### config.mk
export PLATFORM = sky130hd
export DESIGN_NAME = lru_page_replacement
export DESIGN_NICKNAME = d
export VERILOG_FILES = /design/src/design/lrp_pkg.sv /design/src/design/lrp_cell.sv /design/src/design/lru_page_replacement.sv
export SDC_FILE = /design/constraint.sdc
export NUM_CORES = 1
export LEC_CHECK = 0
export BUFFER_PORTS_ARGS = -buffer_cell sky130_fd_sc_hd__buf_2
export CORE_ASPECT_RATIO = 2
export CORE_MARGIN = 2
export CORE_UTILIZATION = 27
export CTS_CLUSTER_DIAMETER = 80
export CTS_CLUSTER_SIZE = 14
export DETAILED_ROUTE_END_ITERATION = 6
export PLACE_DENSITY = 0.5
export SYNTH_ARGS = -nofsm -noshare
export SYNTH_HDL_FRONTEND = slang
export SYNTH_SLANG_ARGS = --single-unit
### constraint.sdc
create_clock -name clk -period 2.65 [get_ports clk]
set_clock_uncertainty 0.15 [all_clocks]
set_input_delay 0.1325 -clock clk [delete_from_list [all_inputs] [get_ports clk]]
set_output_delay 0.1325 -clock clk [all_outputs]
set_load 0.03 [all_outputs]
### src/design/lrp_pkg.sv
`timescale 1ns / 1ps
// ----------------------------------------------------------------------------
// lrp_pkg
// Shared constants and types for the lru page replacement block.
// ----------------------------------------------------------------------------
package lrp_pkg;

  localparam int FRAMES    = 3;
  localparam int PAGE_BITS = 8;
  localparam int IDX_BITS  = (FRAMES > 1) ? $clog2(FRAMES) : 1;
  localparam int RANK_BITS = IDX_BITS;

  localparam logic [RANK_BITS-1:0] RANK_OLDEST = RANK_BITS'(FRAMES - 1);

  typedef logic [PAGE_BITS-1:0] page_t;
  typedef logic [IDX_BITS-1:0]  idx_t;
  typedef logic [RANK_BITS-1:0] rank_t;

  // search results rippled along the row of cells
  typedef struct packed {
    logic  hit_found;
    idx_t  hit_idx;
    rank_t hit_rank;
    logic  empty_found;
    idx_t  empty_idx;
    logic  lru_found;
    idx_t  lru_idx;
    page_t lru_page;
  } chain_t;

  // update broadcast to every cell
  typedef struct packed {
    logic  en;
    idx_t  slot;
    logic  miss;
    rank_t limit;
    page_t page;
  } upd_t;

endpackage

### src/design/lrp_cell.sv
`timescale 1ns / 1ps
// ----------------------------------------------------------------------------
// lrp_cell
// One frame: page, valid mark and recency rank, with its part of the search.
// ----------------------------------------------------------------------------
module lrp_cell import lrp_pkg::*; (
  input  logic   clk,
  input  logic   rst_n,
  input  idx_t   cell_idx,
  input  page_t  lookup_page,
  input  chain_t chain_in,
  output chain_t chain_out,
  input  upd_t   upd
);

  page_t page_r;
  logic  valid_r;
  rank_t rank_r;
  logic  match;

  assign match = valid_r && (page_r == lookup_page);

  always_comb begin
    chain_out = chain_in;
    if (!chain_in.hit_found && match) begin
      chain_out.hit_found = 1'b1;
      chain_out.hit_idx   = cell_idx;
      chain_out.hit_rank  = rank_r;
    end
    if (!chain_in.empty_found && !valid_r) begin
      chain_out.empty_found = 1'b1;
      chain_out.empty_idx   = cell_idx;
    end
    // when all frames are full the oldest one holds the top rank
    if (!chain_in.lru_found && valid_r && (rank_r == RANK_OLDEST)) begin
      chain_out.lru_found = 1'b1;
      chain_out.lru_idx   = cell_idx;
      chain_out.lru_page  = page_r;
    end
  end

  always_ff @(posedge clk) begin
    if (!rst_n) begin
      valid_r <= 1'b0;
      rank_r  <= '0;
    end else if (upd.en) begin
      if (upd.slot == cell_idx) begin
        valid_r <= 1'b1;
        rank_r  <= '0;
      end else if (valid_r && (upd.miss || (rank_r < upd.limit))) begin
        rank_r <= rank_r + rank_t'(1);
      end
    end
  end

  always_ff @(posedge clk) begin
    if (upd.en && upd.miss && (upd.slot == cell_idx)) begin
      page_r <= upd.page;
    end
  end

endmodule

### src/design/lru_page_replacement.sv
`timescale 1ns / 1ps
// ----------------------------------------------------------------------------
// lru_page_replacement
// Least recently used page replacement over a row of frame cells.
// ----------------------------------------------------------------------------
// usage:
//  - input channel in_valid / in_stall carries one page reference per
//    transaction in in_page_number
//  - result channel out_valid / out_stall returns one transaction per
//    reference: hit, frame slot, evicted page and saturating fault total
//  - every frame cell compares the reference at once; search results ripple
//    along the row of cells and the update is broadcast back the same cycle
//  - the result is registered; out_valid rises in the cycle after acceptance
//  - throughput is one reference per cycle while the output is not stalled;
//    the single result register sets that figure
//  - when the receiver stalls, the result holds and in_stall rises until
//    the result is taken
//  - a synchronous reset (rst_n low) empties all frames and clears the
//    fault total; no result is pending afterwards
// ----------------------------------------------------------------------------
module lru_page_replacement import lrp_pkg::*; (
  input  logic        clk,
  input  logic        rst_n,
  input  logic        in_valid,
  output logic        in_stall,
  input  logic [7:0]  in_page_number,
  output logic        out_valid,
  input  logic        out_stall,
  output logic        out_hit,
  output logic [3:0]  out_frame_slot,
  output logic        out_evicted_valid,
  output logic [7:0]  out_evicted_page,
  output logic [31:0] out_fault_total
);

  chain_t chain [FRAMES+1];
  upd_t   upd;
  page_t  page;
  logic   accept;
  logic   hit;
  logic   evict;
  idx_t   slot;

  logic        out_valid_r;
  logic        hit_r;
  idx_t        slot_r;
  logic        evict_r;
  page_t       evict_page_r;
  logic [31:0] fault_count_r;
  logic [31:0] fault_count_nxt;

  assign page     = page_t'(in_page_number);
  assign in_stall = out_valid_r && out_stall;
  assign accept   = in_valid && !in_stall;

  assign chain[0] = '0;

  for (genvar i = 0; i < FRAMES; i++) begin : g_cell
    lrp_cell u_cell (
      .clk         (clk),
      .rst_n       (rst_n),
      .cell_idx    (idx_t'(i)),
      .lookup_page (page),
      .chain_in    (chain[i]),
      .chain_out   (chain[i+1]),
      .upd         (upd)
    );
  end

  always_comb begin
    hit   = chain[FRAMES].hit_found;
    evict = 1'b0;
    if (hit) begin
      slot = chain[FRAMES].hit_idx;
    end else if (chain[FRAMES].empty_found) begin
      slot = chain[FRAMES].empty_idx;
    end else begin
      slot  = chain[FRAMES].lru_idx;
      evict = 1'b1;
    end
    upd.en    = accept;
    upd.slot  = slot;
    upd.miss  = !hit;
    upd.limit = chain[FRAMES].hit_rank;
    upd.page  = page;
  end

  assign fault_count_nxt = (hit || (fault_count_r == '1)) ? fault_count_r
                                                          : fault_count_r + 32'd1;

  always_ff @(posedge clk) begin
    if (!rst_n) begin
      out_valid_r   <= 1'b0;
      fault_count_r <= '0;
    end else if (accept) begin
      out_valid_r   <= 1'b1;
      fault_count_r <= fault_count_nxt;
    end else if (!out_stall) begin
      out_valid_r <= 1'b0;
    end
  end

  always_ff @(posedge clk) begin
    if (accept) begin
      hit_r        <= hit;
      slot_r       <= slot;
      evict_r      <= evict;
      evict_page_r <= evict ? chain[FRAMES].lru_page : '0;
    end
  end

  assign out_valid         = out_valid_r;
  assign out_hit           = hit_r;
  assign out_frame_slot    = 4'(slot_r);
  assign out_evicted_valid = evict_r;
  assign out_evicted_page  = 8'(evict_page_r);
  assign out_fault_total   = fault_count_r;

endmodule
# == Word-level counts from Yosys, hierarchy flattened ==
# Index checks and enable logic that the tools add are counted.
# word_totals
regBits,78
inputBits,12
output_inout_bits,48
# op_classes
addsub,4
n_lt_le_gt_ge,3
eq_ne,10
n_mux,21
n_bitwise,1
n_reduce_logical,46
# ops
cell,n
"32-bit by 1-bit adder with 32-bit output, second input constant",1
"32-bit equality test, second input constant",1
8-bit equality test,3
11-bit 2-to-1 mux,2
1-bit logical AND,21
2-bit 2-to-1 mux,8
5-bit 2-to-1 mux,3
2-bit AND reduction,7
1-bit zero test,10
10-bit 2-to-1 mux,1
3-bit 2-to-1 mux,3
"2-bit equality test, second input constant",4
"2-bit by 1-bit adder with 2-bit output, second input constant",3
2-bit < comparator,3
2-bit nonzero test,3
1-bit logical OR,4
1-bit 2-to-1 mux,4
"2-bit by 1-bit equality test with 1-bit output, second input constant",1
2-bit zero test,1
"2-bit by 1-bit != test with 1-bit output, second input constant",1
1-bit NOT,1

# == Logic depth before layout (Yosys ltp) ==
# Gate-level depths: netlist of the first run.
# logic_depth
word_depth,16
depth_mapped,11
mapped_depth_nobuf,11

# == Cells and area by module ==
# Synthesis of the first run repeated with hierarchy kept, for this count alone.
# hier_totals
hier_cells,437
area_unflattened_um2,4479.3
# by_module_without_submodules
module,n_inst,cells_each,area_per_inst_um2,seq_area_each_um2
lrp_cell,3,68,770.7,300.3
lru_page_replacement,1,233,2167.1,1021.0

# == Worst setup path after synthesis of the first run ==
# Ideal clock, no wire load.
# synth_path
path_type,register to register
from,reg fault_count_r[20] (netlist: out_fault_total[20])
to,reg fault_count_r[18] (netlist: out_fault_total[18])
setup_time_ns,0.115
t_arrival_ns,2.603
slack_ns,-0.218
stages_incl_launch_ff,11
n_path_buf,2
period_less_slack_ns,2.868
path_cell_list,dfxtp_1 > and4_4 > nand4_2 > or3_1 > or4_4 > and2_1 > buf_6 > buf_8 > nand4_2 > xnor2_1 > and2_1
# synth_via
elab_chain_cells,4
# synth_lines
item,line,source
start: declaration,lru_page_replacement.sv:49,logic [31:0] fault_count_r;
start signal: assignment,lru_page_replacement.sv:97,fault_count_r <= fault_count_nxt;
32-bit equality test,lru_page_replacement.sv:88,assign fault_count_nxt = (hit || (fault_count_r == '1)) ? fault_count_r
1-bit logical OR,lru_page_replacement.sv:88,
1-bit NOT (no line),n/a,
2-bit AND reduction (no line),n/a,
# Every way passes these cells.
# A chain may end at the register's enable or synchronous reset.

# == Final worst setup path of the first run ==
# layout_path
from,reg g_cell[2].u_cell.page_r[3]
to,reg g_cell[0].u_cell.rank_r[0]
# layout_via
elab_chain_cells,9
elab_cells_between_ends,13
classes_between,order compare (1); eq/ne (1); mux (3); reduce/logical (8)
# layout_lines
item,line,source
start: declaration,lrp_cell.sv:16,page_t page_r;
start signal: assignment,lrp_cell.sv:58,page_r <= upd.page;
8-bit equality test *,lrp_cell.sv:21,assign match = valid_r && (page_r == lookup_page);
1-bit logical AND *,lrp_cell.sv:21,
1-bit logical AND *,lrp_cell.sv:25,if (!chain_in.hit_found && match) begin
5-bit 2-to-1 mux *,lrp_cell.sv:25,
2-bit < comparator / 1-bit zero test (equally long branches),"lrp_cell.sv:50, lru_page_replacement.sv:83",
1-bit logical OR,lrp_cell.sv:50,end else if (valid_r && (upd.miss || (rank_r < upd.limit))) begin
1-bit logical AND,lrp_cell.sv:50,
2-bit nonzero test (no line),n/a,
2-bit AND reduction (no line),n/a,
end signal: assignment,lrp_cell.sv:51,rank_r <= rank_r + rank_t'(1);
end: declaration,lrp_cell.sv:18,rank_t rank_r;
# Mark *: on every way between the ends. The rest lies on a longest branch, timed or not.

==> out/qor.yml, run 1 <==
ys_warn_count: 0
ys_seq_area_frac: 0.490
antenna_found_initial: 0
crit_required_ns: 2.73
setup_viol: 0
io_pins: 60
yosys_register_bits: 78
synth_cells: 383
met3_length_um: 367
arrival_ns: 2.65
drt-met1-wl_um: 3780
synth_area_mm2: 0.00392
powerDensity_mw_per_mm2: 533
port_buffers: 57
finalHoldViolCount: 0
syn_to_final_growth_pct: 37.4
whs_path_depth: 1
timing.hold.ws_ns: 0.137
fillers: 1459
drv_slew: 0
critical_path_class: "register to register"
grt_max_degree: 49
utilization: 0.377
place_ws_ns: -0.0492
rows: 62
startpoint_type: "register"
gp_congestion: 0.942
fin_crit_ns: 2.57
syn_area_per_cell_um2: 10.2
drtPass1Iterations: 5
clk_pin_slew_worst_paths_ns: 0.06
fp.dieW_um: 89.2
synth_edf_count: 36
max-cap-violations: 0
clock_path_buffers: 2
wire_per_inst_um: 16.2
status: "complete, no violations"
start_util: 0.275
fmax_ghz: 0.389
grt_remaining_overflow: 0
drive_gt1_frac: 0.354
wirelength_um: 11100
clk_latency_ns: 0.34
drc_errors: 0
crit_path_end_kind: "register"
async_reset_ff_frac: 0
cp_max_fo: 3
rsz0062_at_grt: "yes"
grt_pass1_wl_um: 17100
antenna_left: 0
final_cell_area_mm2: 0.00539
synth_ff_type: "dfxtp_1"
clock-sinks: 78
n_antenna_cell: 0
ff2ff_path_depth: 10
slew_headroom: 0.500
power_uw: 2870
worst_slew_pin_slew_ns: 0.751
grt_pass1_vias: 3380
synth_cell_types: 50
h-tree-depth: 3
dpl_cell_area_mm2: 0.00473
cts_tree: "built"
design.core.area_mm2: 0.0143
die_y_um: 174
cts_inserted_buffers: 9
irDropWorstVdd_v: 0.000293
setup_slack_ns: 0.0798
highest_layer: "met4"
wl_met2_um: 6670
power_leakage_uw: 0.00215
drt-initial-drc-count: 134
hold_path.class: "input port to register"
num_vias: 3289
min_period_over_period: 0.970
die_area_mm2: 0.0156
finalNetCount: 508
grt_usage: 0.147
root_buffer: "clkbuf_16"
dp_hpwl_um: 8250
viasPerCell: 4.77
[state kept, by name (all words and copies together), names as in the netlist]
name / count
out_hit: 1
g_cell.u_cell.rank_r: 6
out_evicted_valid: 1
out_evicted_page: 8
out_valid: 1
g_cell.u_cell.valid_r: 3
out_fault_total: 32
g_cell.u_cell.page_r: 24
slot_r: 2
[repair_timing]
item / CTS / global route
hold buffers: 10 / 0
endpoints found under the setup margin: 21 / 50
setup buffers: 0 / 6
pin swaps: 1 / 9
gates resized for setup: 8 / 35
endpoints found under the hold margin: 25 / 0
[cell families (layout without fill, tap and decap cells)]
| group | Yosys count | after routing | synth area share |
|---|---|---|---|
| simple gates | 163 | 163 | 0.241 |
| flops | 78 | 78 | 0.490 |
| fa+ha+maj | 5 | 5 | 0.0153 |
| buf+inv | 33 | 146 | 0.0402 |
| xor+xnor | 44 | 44 | 0.0983 |
| compound gates | 50 | 50 | 0.0906 |
| other cells | 1 | 2 | 0.000957 |
| mux | 9 | 9 | 0.0233 |
[routing by layer]
metal	GRT usage	vias up
met5	0	-
met4	0.0715	0
met3	0.0294	17
met2	0.287	76
met1	0.134	1602
li1	-	1594
[synth_stat cells (6+ instances only)]
library cell | n | area share
dfxtp_1 | 42 | 0.21
xnor2_1 | 39 | 0.087
edfxtp_1 | 36 | 0.28
nand2_1 | 33 | 0.032
and2_1 | 24 | 0.038
nor2_1 | 20 | 0.019
inv_1 | 17 | 0.016
nand3_1 | 16 | 0.020
or3_1 | 14 | 0.022
nand4_1 | 11 | 0.018
a21boi_1 | 10 | 0.019
and3_1 | 9 | 0.014
a222oi_1 | 8 | 0.020
clkbuf_1 | 8 | 0.0077
mux2i_1 | 8 | 0.020
nor4_1 | 8 | 0.013
o21ai_0 | 7 | 0.0089
o21ai_1 | 7 | 0.0089
nand3_2 | 6 | 0.015
[cell usage in the layout (no fill, tap or decap), types with 3 or more instances in the layout]
master / instances
nor2_1: 18
dlygate4sd3_1: 9
and3_1: 9
dfxtp_1: 32
xnor2_2: 9
nand3_2: 6
a21boi_1: 10
xnor2_1: 30
nand3_1: 16
and2_1: 23
or3_1: 10
o21a_1: 3
inv_6: 3
o21ai_0: 6
a222oi_1: 8
edfxtp_1: 36
dfxtp_4: 4
nand2_2: 3
nand4_2: 3
xor2_1: 5
or3_4: 4
o21ai_1: 8
inv_1: 16
ha_1: 3
buf_12: 3
nand2_1: 30
dfxtp_2: 6
a21boi_0: 3
buf_4: 42
buf_2: 56
nor4_1: 5
clkbuf_16: 9
a21oi_1: 4
mux2i_1: 8
nand4_1: 11
[area by class of cell]
| cell class | instances | area [µm²] | area share |
|---|---|---|---|
| Inverter | 17 | 63.8 | 0.0118 |
| Timing Repair Buffer | 113 | 781 | 0.145 |
| Clock buffer | 9 | 225 | 0.0418 |
| Clock inverter | 7 | 81.3 | 0.0151 |
| Sequential cell | 78 | 1940 | 0.361 |
| Multi-Input combinational cell | 273 | 2050 | 0.381 |
| Tap cell | 192 | 240 | 0.0446 |
[path summary, 6_finish.rpt]
check | from | to | slack (ns)
worst max-delay path | g_cell[2].u_cell.page_r[3] | g_cell[0].u_cell.rank_r[0] | 0.08
worst max register to register | g_cell[2].u_cell.page_r[3] | g_cell[0].u_cell.rank_r[0] | 0.08
worst min-delay path | in_page_number[1] | g_cell[0].u_cell.page_r[1] | 0.14
worst min register to register | out_fault_total[13] | out_fault_total[13] | 0.35
[critical path, stage by stage, from the launching register on]
cell	delay, ns
edfxtp_1	0.43
xnor2_2	0.20
nand3_1	0.16
nor4_4	0.30
buf_4	0.21
a311oi_4	0.12
buf_4	0.17
nand2_1	0.05
nand2_1	0.05
a211o_1	0.32
mux2_1	0.31
[power by group]
| group | switching (µW) | internal (µW) | leakage (µW) |
|---|---|---|---|
| logic | 170 | 118 | 0.00131 |
| clock network | 530 | 743 | 0.000147 |
| registers | 21.1 | 1290 | 0.000688 |
[per-stage QoR]
step / TNS [ns] / cells
2_1_floorplan: 0 / 384
3_3_place_gp: -0.299 / 658
3_5_place_dp: -0.492 / 658
4_1_cts: 0 / 684
5_1_grt: -0.0809 / 689
6_report: 0 / 689
Note: power is estimated with default switching activity, not from simulation.
==> run 2, diff against run 1 <==
MAX_ROUTING_LAYER = met4   (was unset)
==> run 2 against run 1 <==
  * The run now ends with setup timing left
  * Sequential power hardly changed
  * Final cell count is 0.15% higher
  * Sequential cell count did not move
  * Register-to-register slack worse by 0.08 ns
  * Largest power group unchanged
  * Highest routed layer unchanged
==> out/qor.yml, run 2 (synthesized netlist as in run 1, its figures left out) <==
slew_headroom: 0.474  # was 0.500
largest_reg_flops: 32  # unchanged
dpl_cell_area_mm2: 0.00472  # was 0.00473 mm²
fillers: 1492  # was 1459
final_common_cell: "buf_2"  # unchanged
cp_max_fo: 6  # was 3
wirelength_um: 11100  # about the same
power_uw: 2890  # was 2870 µW
wire_per_inst_um: 16.0  # was 16.2 µm
final_cell_area_mm2: 0.00533  # was 0.00539 mm²
dp.cells: 657  # was 658
grt_max_degree: 49  # unchanged
irDropWorstVdd_v: 0.000283  # was 0.000293 V
fin_crit_ns: 2.68  # was 2.57 ns
setup_slack_ns: -0.0295  # was 0.0798 ns
fp.dieW_um: 89.2  # unchanged
finalNetCount: 509  # was 508
drtPass1Iterations: 4  # was 5
hold_path.class: "input port to register"  # unchanged
min_period_over_period: 1.01  # was 0.970
n_antenna_cell: 0  # unchanged
cts_inserted_buffers: 9  # unchanged
dp_hpwl_um: 8290  # was 8250 µm
crit_path_end_kind: "register"  # unchanged
setup_viol: 2  # was 0
drt-initial-drc-count: 172  # was 134
status: "finished with violations"  # was complete, no violations
finalHoldViolCount: 0  # unchanged
viasPerCell: 4.80  # was 4.77
place_ws_ns: -0.101  # was -0.0492 ns
power_leakage_uw: 0.00211  # was 0.00215 µW
drc_errors: 0  # unchanged
antenna_found_initial: 0  # unchanged
rsz0062_at_grt: "yes"  # unchanged
rows: 62  # unchanged
die_area_mm2: 0.0156  # unchanged
port_buffers: 57  # unchanged
grt_pass1_vias: 3459  # was 3380
crit_required_ns: 2.72  # was 2.73 ns
antenna_left: 0  # unchanged
grt_remaining_overflow: 0  # unchanged
gp_congestion: 0.913  # was 0.942
arrival_ns: 2.75  # was 2.65 ns
regArea_mm2: 0.00194  # about the same
hold_start: "rst_n"  # was in_page_number[1]
drive_gt1_frac: 0.337  # was 0.354
r2r-end: "g_cell[1].u_cell.rank_r[0]"  # was g_cell[0].u_cell.rank_r[0]
start_util: 0.275  # unchanged
design.core.area_mm2: 0.0143  # unchanged
io_pins: 60  # unchanged
grt_pass1_wl_um: 17400  # was 17100 µm
ff2ff_path_depth: 8  # was 10
reg2reg_from: "g_cell[1].u_cell.page_r[4]"  # was g_cell[2].u_cell.page_r[3]
cts_tree: "built"  # unchanged
h-tree-depth: 3  # unchanged
clk_pin_slew_worst_paths_ns: 0.06  # about the same
die_y_um: 174  # unchanged
fmax_ghz: 0.373  # was 0.389 GHz
drv_slew: 0  # unchanged
max-cap-violations: 0  # unchanged
startpoint_type: "input port"  # was register
hold_end: "out_fault_total[10]"  # was g_cell[0].u_cell.page_r[1]
clk_latency_ns: 0.34  # about the same
worst_slew_pin_slew_ns: 0.788  # was 0.751 ns
stdcell_count: 690  # was 689
violations: "setup timing"
critical_path_class: "input port to register"  # was register to register
multi_input_area_mm2: 0.00199  # was 0.00205 mm²
root_buffer: "clkbuf_16"  # unchanged
clock_path_buffers: 2  # unchanged
num_vias: 3313  # was 3289
reg2reg_slack_ns: 0  # was 0.08 ns
syn_to_final_growth_pct: 35.9  # was 37.4%
grt_usage: 0.153  # was 0.147
mostFrequentLayoutCells: "buf_2, buf_4, edfxtp_1"  # unchanged
fin_setup_tns_ns: -0.0298  # was 0 ns
clock-sinks: 78  # unchanged
whs_path_depth: 2  # was 1
powerDensity_mw_per_mm2: 542  # was 533 mW/mm²
run 2: changes by cell type in the layout (fill, tap and decap cells not counted), sizes merged:
cell	delta
dlymetal6s4s	-1
inv	+2
dlygate4sd3	+1
clkinv	-1
clkinvlp	-1
buf	+1
run 2: repair_timing:
action,4_1_cts,5_1_grt
hold endpoints to repair,25,0
resized for setup,6,23
hold buffers,10,0
pin swaps,0,8
setup endpoints to repair,18,49
setup buffers,3,4
run 2: final cells by class:
cell class | instances | area share
multi-input combinational | 273 | 0.373
tap | 192 | 0.0451
inverter | 17 | 0.0120
clock buffer | 9 | 0.0423
sequential | 78 | 0.365
timing repair buffer | 114 | 0.146
clock inverter | 7 | 0.0164
run 2: metal layers:
| layer | GRT usage | wire length [µm] | vias up |
|---|---|---|---|
| met5 | - | 0 | - |
| met3 | 0.0275 | 324 | 29 |
| met2 | 0.287 | 6510 | 96 |
| li1 | - | - | 1591 |
| met4 | 0.0827 | 529 | 0 |
| met1 | 0.136 | 3710 | 1597 |
run 2: how the worst max path moves through the flow:
stage	from	end	slack [ns]	depth (start not counted)
global placement	g_cell[1].u_cell.page_r[4]	g_cell[1].u_cell.rank_r[1]	-0.11	8
floorplan	out_fault_total[20]	out_fault_total[18]	0.01	10
detailed placement	g_cell[1].u_cell.page_r[7]	g_cell[1].u_cell.rank_r[0]	-0.10	8
CTS	g_cell[1].u_cell.page_r[4]	g_cell[1].u_cell.rank_r[0]	-0.02	8
finish	in_page_number[1]	g_cell[0].u_cell.rank_r[0]	-0.03	12
global route	g_cell[1].u_cell.page_r[4]	g_cell[1].u_cell.rank_r[0]	-0.10	8
run 2: power breakdown:
part	internal (µW)	switching [µW]
combinational	115	166
sequential	1290	21.6
clock	755	541
total	2160	728
run 2: metrics by stage:
step	util	hold slack, ns
final	0.373	0.275
after global routing	0.373	0.300
after CTS	0.364	0.275
after detailed placement	0.331	0.221
after global placement	0.331	0.207
after floorplan	-	0.0814
run 2: worst max-delay path, stage by stage:
cell and delay (ns):
dlygate4sd3_1 0.53, buf_2 0.16, xnor2_1 0.22, nand4_1 0.16
nor4_2 0.29, buf_4 0.21, a311oi_2 0.12, buf_4 0.17
nand2_1 0.05, nand2_1 0.05, a211o_1 0.33, mux2_1 0.32
==> run 3, diff against run 2 <==
==> constraint.sdc (replaced) <==
create_clock -name clk -period 2.65 [get_ports clk]
set_clock_uncertainty 0.15 [all_clocks]
set_input_delay 0.53 -clock clk [delete_from_list [all_inputs] [get_ports clk]]
set_output_delay 0.53 -clock clk [all_outputs]
set_load 0.03 [all_outputs]
==> run 3 against run 2 <==
  * Cell area increased by 2.7%
  * The run now ends clean
  * Sequential cell count unchanged
  * Core utilization up 1.0 points
  * Die area unchanged
  * Sequential share of layout area shrank 0.98 points
  * Highest routed layer unchanged
  * Register-to-register slack improved by 0.07 ns
  * Total power shrank 4.5%
  * Critical path depth is 4 lower
  * Final cell count up 1.6%
  * Largest cell class unchanged
  * First-iteration DRC count is 12% lower
  * Non-clock buffer count increased by 11
==> out/qor.yml, run 3 (synthesized netlist as in run 1, its figures left out) <==
status: "complete, no violations"  # was finished with violations
grt_pass1_vias: 3518  # was 3459
io_pins: 60  # unchanged
powerDensity_mw_per_mm2: 504  # was 542 mW/mm²
finalNetCount: 520  # was 509
fin_crit_ns: 2.58  # was 2.68 ns
crit_family: "compound AO/OA/AOI/OAI gates"  # was buffers and inverters
met3_length_um: 335  # was 324 µm
hold_path.class: "input port to register"  # unchanged
grt_pass1_wl_um: 17400  # about the same
antenna_left: 0  # unchanged
start_util: 0.275  # unchanged
crit_chain: "xnor2_2, nand3_2, or3_4, a311oi_4, a21oi_1, maj3_1, o211a_1, mux2i_1"  # was dlygate4sd3_1, buf_2, xnor2_1, nand4_1, nor4_2, buf_4, a311oi_2, buf_4, nand2_1, nand2_1, a211o_1, mux2_1
dp.cells: 683  # was 657
antenna_found_initial: 0  # unchanged
drt-met1-wl_um: 3780  # was 3710 µm
clock_path_buffers: 2  # unchanged
whs_path_depth: 2  # unchanged
setup_viol: 0  # was 2
final_cell_area_mm2: 0.00547  # was 0.00533 mm²
slew_headroom: 0.584  # was 0.474
fillers: 1486  # was 1492
stdcell_count: 701  # was 690
dpl_cell_area_mm2: 0.00493  # was 0.00472 mm²
cp.depth: 8  # was 12
crit_required_ns: 2.73  # was 2.72 ns
gp_congestion: 0.868  # was 0.913
die_y_um: 174  # unchanged
cp_max_fo: 5  # was 6
drtPass1Iterations: 5  # was 4
ff2ff_path_depth: 8  # unchanged
mostFrequentLayoutCells: "buf_4, buf_2, edfxtp_1"  # was buf_2, buf_4, edfxtp_1
cts_tree: "built"  # unchanged
root_buffer: "clkbuf_16"  # unchanged
irDropWorstVdd_v: 0.000296  # was 0.000283 V
crit_slowest_cell: "edfxtp_1"  # was dlygate4sd3_1
n_antenna_cell: 0  # unchanged
highest_layer: "met4"  # unchanged
finalHoldViolCount: 0  # unchanged
hold_end: "out_valid"  # was out_fault_total[10]
drv_slew: 0  # unchanged
power_leakage_uw: 0.00222  # was 0.00211 µW
min_period_over_period: 0.975  # was 1.01
wirelength_um: 11000  # was 11100 µm
crit_path_end_kind: "register"  # unchanged
max-cap-violations: 0  # unchanged
rsz0062_at_grt: "yes"  # unchanged
clock-sinks: 78  # unchanged
cts.hold.buffers_added: 0  # was 10
h-tree-depth: 3  # unchanged
slowest_delay_ns: 0.47  # was 0.53 ns
wl_met2_um: 6360  # was 6510 µm
hold_start: "in_valid"  # was rst_n
utilization: 0.383  # was 0.373
fmax_ghz: 0.387  # was 0.373 GHz
design.core.area_mm2: 0.0143  # unchanged
syn_to_final_growth_pct: 39.6  # was 35.9%
final_common_cell: "buf_4"  # was buf_2
drt-initial-drc-count: 151  # was 172
clk_latency_ns: 0.34  # about the same
startpoint_type: "register"  # was input port
r2r-end: "g_cell[1].u_cell.rank_r[1]"  # was g_cell[1].u_cell.rank_r[0]
reg2reg_from: "g_cell[1].u_cell.page_r[0]"  # was g_cell[1].u_cell.page_r[4]
timing.hold.ws_ns: 0.272  # was 0.275 ns
fp.dieW_um: 89.2  # unchanged
port_buffers: 57  # unchanged
largest_reg_flops: 32  # unchanged
cts_inserted_buffers: 9  # unchanged
dp_hpwl_um: 8490  # was 8290 µm
drive_gt1_frac: 0.385  # was 0.337
worst_slew_pin_slew_ns: 0.620  # was 0.788 ns
die_area_mm2: 0.0156  # unchanged
viasPerCell: 4.74  # was 4.80
rows: 62  # unchanged
power_uw: 2760  # was 2890 µW
critical_path_class: "register to register"  # was input port to register
grt_usage: 0.153  # about the same
drc_errors: 0  # unchanged
grt_max_degree: 27  # was 49
path_buf_inv: 0  # was 4
multi_input_area_mm2: 0.00211  # was 0.00199 mm²
arrival_ns: 2.66  # was 2.75 ns
wire_per_inst_um: 15.7  # was 16.0 µm
reg2reg_slack_ns: 0.07  # was 0 ns
regArea_mm2: 0.00194  # about the same
num_vias: 3325  # was 3313
grt_remaining_overflow: 0  # unchanged
clk_pin_slew_worst_paths_ns: 0.07  # was 0.06 ns
[run 3: routing by layer]
metal / global-route usage / up-vias
met5: - / -
met3: 0.0242 / 32
met4: 0.0858 / 0
met2: 0.285 / 98
met1: 0.140 / 1578
li1: - / 1617
[run 3: worst max-delay path by stage]
| stage | start | end | slack (ns) |
|---|---|---|---|
| final | g_cell[1].u_cell.page_r[0] | g_cell[1].u_cell.rank_r[1] | 0.07 |
| after global routing | g_cell[2].u_cell.page_r[5] | g_cell[0].u_cell.rank_r[0] | -0.07 |
| after CTS | g_cell[1].u_cell.page_r[0] | g_cell[1].u_cell.rank_r[1] | 0.005 |
| after detailed placement | in_page_number[0] | g_cell[1].u_cell.rank_r[1] | -0.43 |
| after global placement | in_page_number[5] | g_cell[1].u_cell.rank_r[0] | -0.41 |
| after floorplan | in_page_number[6] | g_cell[0].u_cell.page_r[0] | -0.02 |
[run 3: layout make-up]
class                      count  share of cell area
clock buffer                   9              0.0412
clock inverter                 7             0.00938
inverter                      17              0.0117
multi-input combinational    273               0.385
sequential                    78               0.355
tap                          192              0.0439
timing repair buffer         125               0.154
[run 3: per-stage QoR]
stage	worst slack, ns	TNS, ns
after floorplan	-0.0174	-0.139
after global placement	-0.415	-10.46
after detailed placement	-0.433	-12.59
after CTS	0.00495	0
after global routing	-0.0677	-0.281
final	0.0656	0
[run 3: repair_timing]
item                                   in CTS  in global routing
resized for setup                           9                 32
setup buffers                               1                  1
pin swaps                                   3                 10
endpoints found under the hold margin       0                  0
setup endpoints to repair                  27                 39
[run 3: power by group]
group          internal, µW  total, µW  leakage (µW)  switching, µW
sequential             1290       1320      0.000687           26.1
combinational           127        297       0.00141            170
clock                   634       1140      0.000121            509
[run 3: worst reg2reg max path, delay by kind of cell, from the launching register on]
family	cells	cell delay (ns)
AOI/OAI and AO/OA	3	0.61
muxes	1	0.13
xor gates and xnor gates	1	0.20
adders and majority gates	1	0.35
and+or+nand+nor	2	0.57
DFF	1	0.47
